## config.mk

```make
export PLATFORM = sky130hd
export DESIGN_NAME = wildcard_byte_pattern_search_core
export DESIGN_NICKNAME = d
export VERILOG_FILES = /design/src/rtl/wbps_pkg.sv /design/src/rtl/wbps_scan.sv /design/src/rtl/wildcard_byte_pattern_search_core.sv
export VERILOG_INCLUDE_DIRS = /design/src /design/src/rtl
export SDC_FILE = /design/constraint.sdc
export NUM_CORES = 1
export LEC_CHECK = 0
export ABC_CLOCK_PERIOD_IN_PS = 16600
export BUFFER_PORTS_ARGS = -buffer_cell sky130_fd_sc_hd__buf_4
export CORE_MARGIN = 5
export CORE_UTILIZATION = 55
export DETAILED_ROUTE_END_ITERATION = 7
export PLACE_DENSITY = 0.74
export SLEW_MARGIN = 20
export SYNTH_ARGS = -nofsm -noshare
export SYNTH_HDL_FRONTEND = slang
export SYNTH_SLANG_ARGS = --single-unit
```

## constraint.sdc

```tcl
create_clock -name clk -period 16.6 [get_ports clk]
set_input_delay 0.83 -clock clk [delete_from_list [all_inputs] [get_ports clk]]
set_output_delay 0.83 -clock clk [all_outputs]
set_load 0.03 [all_outputs]
```

## src/rtl/wildcard_byte_pattern_search_core_defines.svh

```systemverilog
// assertion macros shared by the wildcard byte pattern search rtl
`ifndef WILDCARD_BYTE_PATTERN_SEARCH_CORE_DEFINES_SVH
`define WILDCARD_BYTE_PATTERN_SEARCH_CORE_DEFINES_SVH

// same-cycle implication, checked outside reset
`define WBPS_ASSERT_IMP(label, clk, rst_n, ante, cons) \
  label: assert property (@(posedge clk) disable iff (!rst_n) (ante) |-> (cons)) \
    else $error("wbps assertion failed");

// next-cycle implication, checked outside reset
`define WBPS_ASSERT_NEXT(label, clk, rst_n, ante, cons) \
  label: assert property (@(posedge clk) disable iff (!rst_n) (ante) |=> (cons)) \
    else $error("wbps assertion failed");

`endif

```

## src/rtl/wbps_pkg.sv

```systemverilog
// types and constants of the wildcard byte pattern search block
`timescale 1ns / 1ps

package wbps_pkg;

  localparam int BYTE_W       = 8;
  localparam int IN_TDATA_W   = 16;
  localparam int OUT_TDATA_W  = 32;
  localparam int OUT_OFFSET_W = 24;

  // item kinds carried on in_tuser
  localparam logic FUNC_LOAD = 1'b0;
  localparam logic FUNC_CODE = 1'b1;

  // control from the top level to the pattern/window unit
  typedef struct packed {
    logic              load_shift;
    logic              code_shift;
    logic [BYTE_W-1:0] value;
    logic              wild;
  } scan_cmd_t;

endpackage

```

## src/rtl/wbps_scan.sv

```systemverilog
// pattern and code byte shift registers with parallel masked compare
`timescale 1ns / 1ps

module wbps_scan #(
  parameter int PATTERN_MAX = 32,
  parameter int LEN_W       = $clog2(PATTERN_MAX + 1)
) (
  input  logic               clk,
  input  wbps_pkg::scan_cmd_t cmd,
  input  logic [LEN_W-1:0]   len,
  output logic               hit
);
  import wbps_pkg::*;

  // pattern is shifted in, so entry k lines up with window entry k
  logic [BYTE_W-1:0] pat_byte_r [PATTERN_MAX];
  logic              pat_wild_r [PATTERN_MAX];
  logic [BYTE_W-1:0] win_r      [PATTERN_MAX];
  logic [BYTE_W-1:0] win_nxt    [PATTERN_MAX];
  logic [PATTERN_MAX-1:0] hit_vec;

  always_comb begin
    win_nxt[0] = cmd.value;
    for (int k = 1; k < PATTERN_MAX; k++) begin
      win_nxt[k] = win_r[k-1];
    end
  end

  always_ff @(posedge clk) begin
    if (cmd.load_shift) begin
      pat_byte_r[0] <= cmd.value;
      pat_wild_r[0] <= cmd.wild;
      for (int k = 1; k < PATTERN_MAX; k++) begin
        pat_byte_r[k] <= pat_byte_r[k-1];
        pat_wild_r[k] <= pat_wild_r[k-1];
      end
    end
    if (cmd.code_shift) begin
      win_r <= win_nxt;
    end
  end

  // entries at or beyond the pattern length never block a match
  always_comb begin
    for (int k = 0; k < PATTERN_MAX; k++) begin
      hit_vec[k] = (LEN_W'(k) >= len) || pat_wild_r[k] || (pat_byte_r[k] == win_nxt[k]);
    end
  end

  assign hit = &hit_vec;

endmodule

```

## src/rtl/wildcard_byte_pattern_search_core.sv

```systemverilog
// top level of the wildcard byte pattern search block
`timescale 1ns / 1ps
// wildcard byte pattern search
// in_* stream: in_tuser selects a pattern entry (0) or a code byte (1),
// in_tdata carries the byte and the wildcard flag, in_tlast ends the
// pattern load or the code run. a pattern entry that follows a finished
// load starts a new pattern; up to PATTERN_MAX entries are kept.
// out_* stream: one result item per code byte flagged last, giving found
// and the offset of the first match start (zero when nothing matched).
// throughput: one item per cycle unless a second result waits on out_tready, set by the single
// compare stage of a shift window against the shifted-in pattern.
// result path: a last code byte is taken into the input register, which feeds
// the compare, which loads the result register that drives out_tvalid.
// reset clears pattern length, scan count and both pipeline valids; the
// pattern contents are not cleared. while out_tvalid waits on out_tready,
// items that produce no result keep flowing; a second result stalls the
// input register, which drops in_tready.

module wildcard_byte_pattern_search_core #(
  parameter int PATTERN_MAX = 32,
  parameter int OFFSET_BITS = 24
) (
  input  logic                             clk,
  input  logic                             rst_n,
  input  logic                             in_tvalid,
  output logic                             in_tready,
  input  logic [wbps_pkg::IN_TDATA_W-1:0]  in_tdata,   // byte_value[7:0], is_wildcard[8]
  input  logic                             in_tuser,   // func
  input  logic                             in_tlast,   // is_last
  output logic                             out_tvalid,
  input  logic                             out_tready,
  output logic [wbps_pkg::OUT_TDATA_W-1:0] out_tdata   // found[0], match_offset[24:1]
);
  import wbps_pkg::*;
  `include "wildcard_byte_pattern_search_core_defines.svh"

  localparam int LEN_W = $clog2(PATTERN_MAX + 1);
  localparam logic [LEN_W-1:0] LEN_MAX = LEN_W'(PATTERN_MAX);
  localparam logic [OFFSET_BITS-1:0] COUNT_MAX = '1;

  // input register
  logic              s1_valid_r;
  logic              s1_func_r;
  logic [BYTE_W-1:0] s1_byte_r;
  logic              s1_wild_r;
  logic              s1_last_r;

  // scan state
  logic [LEN_W-1:0]       len_r, len_nxt, len_base;
  logic                   loading_r, loading_nxt;
  logic [OFFSET_BITS-1:0] count_r, count_nxt, count_inc, len_ext;
  logic                   seen_r, seen_nxt, seen_upd;
  logic [OFFSET_BITS-1:0] first_r, first_nxt, first_upd;

  // result register
  logic                    out_valid_r, out_valid_nxt;
  logic                    out_found_r, out_found_nxt;
  logic [OUT_OFFSET_W-1:0] out_offset_r, out_offset_nxt;
  logic [OFFSET_BITS+OUT_OFFSET_W-1:0] offset_ext;

  logic      produces, s1_go, is_load, is_code, hit, count_room, new_match;
  scan_cmd_t cmd;

  assign produces  = (s1_func_r == FUNC_CODE) && s1_last_r;
  assign s1_go     = s1_valid_r && (!produces || !out_valid_r || out_tready);
  assign in_tready = !s1_valid_r || s1_go;
  assign is_load   = s1_go && (s1_func_r == FUNC_LOAD);
  assign is_code   = s1_go && (s1_func_r == FUNC_CODE);

  always_ff @(posedge clk) begin
    if (!rst_n) begin
      s1_valid_r <= 1'b0;
    end else if (in_tready) begin
      s1_valid_r <= in_tvalid;
    end
  end

  always_ff @(posedge clk) begin
    if (in_tready && in_tvalid) begin
      s1_func_r <= in_tuser;
      s1_byte_r <= in_tdata[BYTE_W-1:0];
      s1_wild_r <= in_tdata[BYTE_W];
      s1_last_r <= in_tlast;
    end
  end

  // a load that follows a finished one starts from length zero
  assign len_base = loading_r ? len_r : '0;

  always_comb begin
    cmd.load_shift = is_load && (len_base < LEN_MAX);
    cmd.code_shift = is_code;
    cmd.value      = s1_byte_r;
    cmd.wild       = s1_wild_r;
  end

  wbps_scan #(
    .PATTERN_MAX (PATTERN_MAX),
    .LEN_W       (LEN_W)
  ) u_scan (
    .clk (clk),
    .cmd (cmd),
    .len (len_r),
    .hit (hit)
  );

  assign count_room = (count_r != COUNT_MAX);
  assign count_inc  = count_r + OFFSET_BITS'(1);
  assign len_ext    = OFFSET_BITS'(len_r);
  assign new_match  = (len_r == '0) || ((count_inc >= len_ext) && hit);

  always_comb begin
    seen_upd  = seen_r;
    first_upd = first_r;
    if (count_room && !seen_r && new_match) begin
      seen_upd  = 1'b1;
      first_upd = (len_r == '0) ? '0 : (count_inc - len_ext);
    end
  end

  assign offset_ext = {{OUT_OFFSET_W{1'b0}}, first_upd};

  always_comb begin
    len_nxt        = len_r;
    loading_nxt    = loading_r;
    count_nxt      = count_r;
    seen_nxt       = seen_r;
    first_nxt      = first_r;
    out_valid_nxt  = out_valid_r && !out_tready;
    out_found_nxt  = out_found_r;
    out_offset_nxt = out_offset_r;
    if (is_load) begin
      if (!loading_r) begin
        count_nxt = '0;
        seen_nxt  = 1'b0;
        first_nxt = '0;
      end
      len_nxt     = cmd.load_shift ? len_base + LEN_W'(1) : len_base;
      loading_nxt = !s1_last_r;
    end else if (is_code) begin
      loading_nxt = 1'b0;
      if (count_room) begin
        count_nxt = count_inc;
      end
      seen_nxt  = seen_upd;
      first_nxt = first_upd;
      if (s1_last_r) begin
        out_valid_nxt  = 1'b1;
        out_found_nxt  = seen_upd;
        out_offset_nxt = seen_upd ? offset_ext[OUT_OFFSET_W-1:0] : '0;
        count_nxt      = '0;
        seen_nxt       = 1'b0;
        first_nxt      = '0;
      end
    end
  end

  always_ff @(posedge clk) begin
    if (!rst_n) begin
      len_r       <= '0;
      loading_r   <= 1'b0;
      count_r     <= '0;
      seen_r      <= 1'b0;
      first_r     <= '0;
      out_valid_r <= 1'b0;
    end else begin
      len_r       <= len_nxt;
      loading_r   <= loading_nxt;
      count_r     <= count_nxt;
      seen_r      <= seen_nxt;
      first_r     <= first_nxt;
      out_valid_r <= out_valid_nxt;
    end
  end

  always_ff @(posedge clk) begin
    out_found_r  <= out_found_nxt;
    out_offset_r <= out_offset_nxt;
  end

  assign out_tvalid = out_valid_r;
  assign out_tdata  = {{(OUT_TDATA_W - OUT_OFFSET_W - 1){1'b0}}, out_offset_r, out_found_r};

  `WBPS_ASSERT_IMP(a_len_bounded, clk, rst_n, 1'b1, len_r <= LEN_MAX)
  `WBPS_ASSERT_IMP(a_not_found_zero, clk, rst_n, out_valid_r && !out_found_r,
                   out_offset_r == '0)
  `WBPS_ASSERT_NEXT(a_scan_cleared, clk, rst_n, is_code && s1_last_r,
                    (count_r == '0) && !seen_r && out_valid_r)
  `WBPS_ASSERT_NEXT(a_s1_held, clk, rst_n, s1_valid_r && !s1_go,
                    s1_valid_r && $stable(s1_func_r) && $stable(s1_byte_r) && $stable(s1_last_r))

endmodule
```

==> metrics <==
antenna violations before repair=1; via count=approximately 12000; Buf/Inv on CP=0; global-route wire length before repair=between 60000 and 70000 µm; Netlist Area Pre-Place=~24000 µm²; Largest delay share family, worst path=compound AO/OA/AOI/OAI gates; htree depth=2; number of I/O port buffers=about 40; PwrDens=around 110 nW/µm²; Post-synth ARST share=0%; FP Rows=77; Resized Gates After CTS=0; DR WL/cell=just over 20 µm; Crit. path cell count=12; met1 Usage GRT=between 20 and 25%; post-layout util=about three fifths; Cell variety after synth=approximately 70; Critical Path End=first_r[22]$_SDFFE_PN0P_; routing usage on met2=31.9%; placed wire-length estimate=between 20000 and 30000 µm; Startpoint Class=flip-flop; Hold Path Class=in2reg; NetSw=around 630 µW; Mean Syn Cell Area=about 16 µm²; Worst Path Max Fanout=24; reg-to-reg endpoint=first_r[22]$_SDFFE_PN0P_; Top Usage Layer GRT=met2; worst-margin pin slew=approximately 1000 ps; most frequent cell after synthesis=edfxtp_1; GR Overflow Total=0; footprint of the multi-input gates=between 5000 and 6000 µm²; r2r startpoint=count_r[0]$_SDFFE_PN0P_; FILL cells=around 3200; Critical Path RT=~17000 ps; CTS Buf Count=58; worst-skew pair later-pin latency=approximately 620 ps; Storage cell area=18300 µm²; Cells after Synth=between 1000 and 1500; Setup CP Type=reg2reg; WL final=around 45000 µm; synthesis-stage register bit count=630; effective utilization at floorplan=roughly 55%; Final Hold Fails=0; Max Slew Vio Count=0; All-Layer GR Usage=around 18%; number of enable flip-flop cells after synthesis=572; final antenna-violating net count=0; CTS tree=yes; setup_tns=0 ps; CP cell instances=ha_1 -> xor2_1 -> ha_1 -> nor2b_1 -> o21a_1 -> nor2_1 -> o21ai_1 -> or4_4 -> o31ai_4 -> o21ai_2 -> o31ai_4 -> a32o_1; Synth area leaders=edfxtp_1 (70%), xor2_1 (6.3%), dfxtp_1 (4.8%), xnor2_1 (4.3%), nor4_1 (1.2%); Die W=between 200 and 250 µm; Seq/Total Area, Yosys=between 70% and 80%; core box area=between 40000 and 50000 µm²; met3 usage=roughly 3.4%; Critical Path Sink Type=flip-flop; WP data arrival=5140 ps; status=finished clean; Hold-fix buffers, CTS=0; Slew headroom=roughly a third; io pins=56; RSZ-0062 raised after global routing=no; CTS Sinks=630; post-synth top area share=just over 70%; part of the power in combinational logic=~2.6%; Tmin final=about 4600 ps; vias in the first global route=12500; # Max-Cap Violations=0; CP Launch Point=count_r[0]$_SDFFE_PN0P_; Die Ht=~220 µm; global placer's final weighted congestion=slightly below 0.9; Pre-antenna DRT Iters=5; clock skew=between 20 and 25 ps; clock root buffer=clkbuf_16; power share of the clock group=40.0%; number of vias per cell=around 5.7; # nets final=~1600; Pint=~2500 µW; clk slew on worst S/H paths=60 ps; flop-to-flop setup slack=~12000 ps; Fmax achieved=around 220 MHz; drt drc=0; 1st-iter DRT viols=1193; Peak supply drop=about 110 µV; warnings from Yosys=0; Switching Fraction=20.1%; largest net degree at the start of global routing=87; Setup Buffers After CTS=0; final setup violation count=0; clk buf depth=3; fin crit share=27.8%; Synth Flop Type=edfxtp_1; leakage power=between 0.008 and 0.009 µW; depth of the worst register-to-register path=12; top post-synthesis cells by count=edfxtp_1 (572), xor2_1 (175), xnor2_1 (119); area grow syn2layout=11.3%; register share of total power=57.5%; Slowest-stage cell, CP=o31ai_4; share of layout cells above drive strength 1=about a tenth; Total Die Area=approximately 49000 µm²; area leader, netlist=edfxtp_1; CP max stage delay=slightly below 900 ps
layout by cell type, fill, tap and decap left out, drive strengths merged, types with 4 or more instances in the layout:
cell type	netlist	layout
edfxtp	572	572
xor2	175	175
xnor2	119	119
clkbuf	26	80
dfxtp	58	58
buf	20	52
nor4	48	48
nor2	44	44
nand2	40	40
nand4	40	40
o21ai	39	39
a21oi	37	37
nor3	28	28
a22o	25	25
nor2b	24	24
clkinv	1	24
a32o	22	22
nand3	19	19
and2	17	17
inv	12	12
a211oi	11	11
and3	8	8
a221oi	8	8
ha	8	8
o31ai	8	8
conb	1	7
a31oi	6	6
and4	6	6
or3	6	6
a21boi	6	6
or2	6	6
o21a	5	5
a21o	4	4
cell families after synthesis:
family | after synthesis | share of synthesized area (%)
AOI/OAI and AO/OA | 186 | 5.50
xor gates and xnor gates | 294 | 10.6
adders and majority gates | 9 | 0.492
buffers and inverters | 59 | 1.16
DFF | 630 | 75.1
muxes | 4 | 0.174
other | 1 | 0.0154
and+or+nand+nor | 298 | 6.95
layout make-up:
class	count	area share, %
diodes	1	0.00922
clock buffers	80	5.88
clock inverters	26	0.696
inverters	13	0.180
multi-input cells	798	21.5
flip-flops and latches	630	67.5
well taps	592	2.73
repair buffers	52	1.47
per-stage QoR:
stage / instances / hold WS (ps) / area (µm²) / setup WS (ps) / total power [µW]
after CTS: 2191 / 353 / 27100 / 12050 / 3140
after floorplan: 1487 / 400 / 24400 / 154 / 1900
after global placement: 2085 / 405 / 25400 / 12130 / 1900
after global routing: 2191 / 364 / 27200 / 11740 / 3230
final: 2192 / 388 / 27200 / 11990 / 3120
after detailed placement: 2085 / 410 / 25400 / 12080 / 1910
flip-flops by register name, indices dropped and copies added (netlist names):
| signal | flops |
|---|---|
| count_r | 24 |
| first_r | 24 |
| len_r | 6 |
| loading_r | 1 |
| out_found_r | 1 |
| out_offset_r | 24 |
| out_tvalid | 1 |
| s1_byte_r | 8 |
| s1_func_r | 1 |
| s1_last_r | 1 |
| s1_valid_r | 1 |
| s1_wild_r | 1 |
| seen_r | 1 |
| u_scan.pat_byte_r | 256 |
| u_scan.pat_wild_r | 32 |
| u_scan.win_nxt | 248 |
metal layers:
layer	up-vias	part of all wire, %
met4	0	2.0
met3	66	5.9
met5	-	0
met1	6281	41
met2	370	52
li1	5781	-
how the worst min path moves through the flow:
stage	depth (start not counted)	startpoint	slack [ps]	endpoint
3_3_place_gp	0	s1_wild_r$_DFFE_PP_	400	u_scan.pat_wild_r[0][0]$_DFFE_PP_
3_5_place_dp	0	s1_wild_r$_DFFE_PP_	410	u_scan.pat_wild_r[0][0]$_DFFE_PP_
2_1_floorplan	0	s1_wild_r$_DFFE_PP_	400	u_scan.pat_wild_r[0][0]$_DFFE_PP_
6_report	1	in_tdata[8]	390	s1_wild_r$_DFFE_PP_
4_1_cts	1	in_tdata[0]	350	s1_byte_r[0]$_DFFE_PP_
5_1_grt	1	in_tdata[8]	360	s1_wild_r$_DFFE_PP_
power groups by stage:
stage	clock (µW)	combinational, µW	sequential, µW
after floorplan	0	57.0	1840
after global placement	0	80.1	1820
after detailed placement	0	81.1	1820
after CTS	1270	81.7	1790
after global routing	1350	87.9	1790
final	1250	80.2	1790
Note: power is estimated with default switching activity, not from simulation.
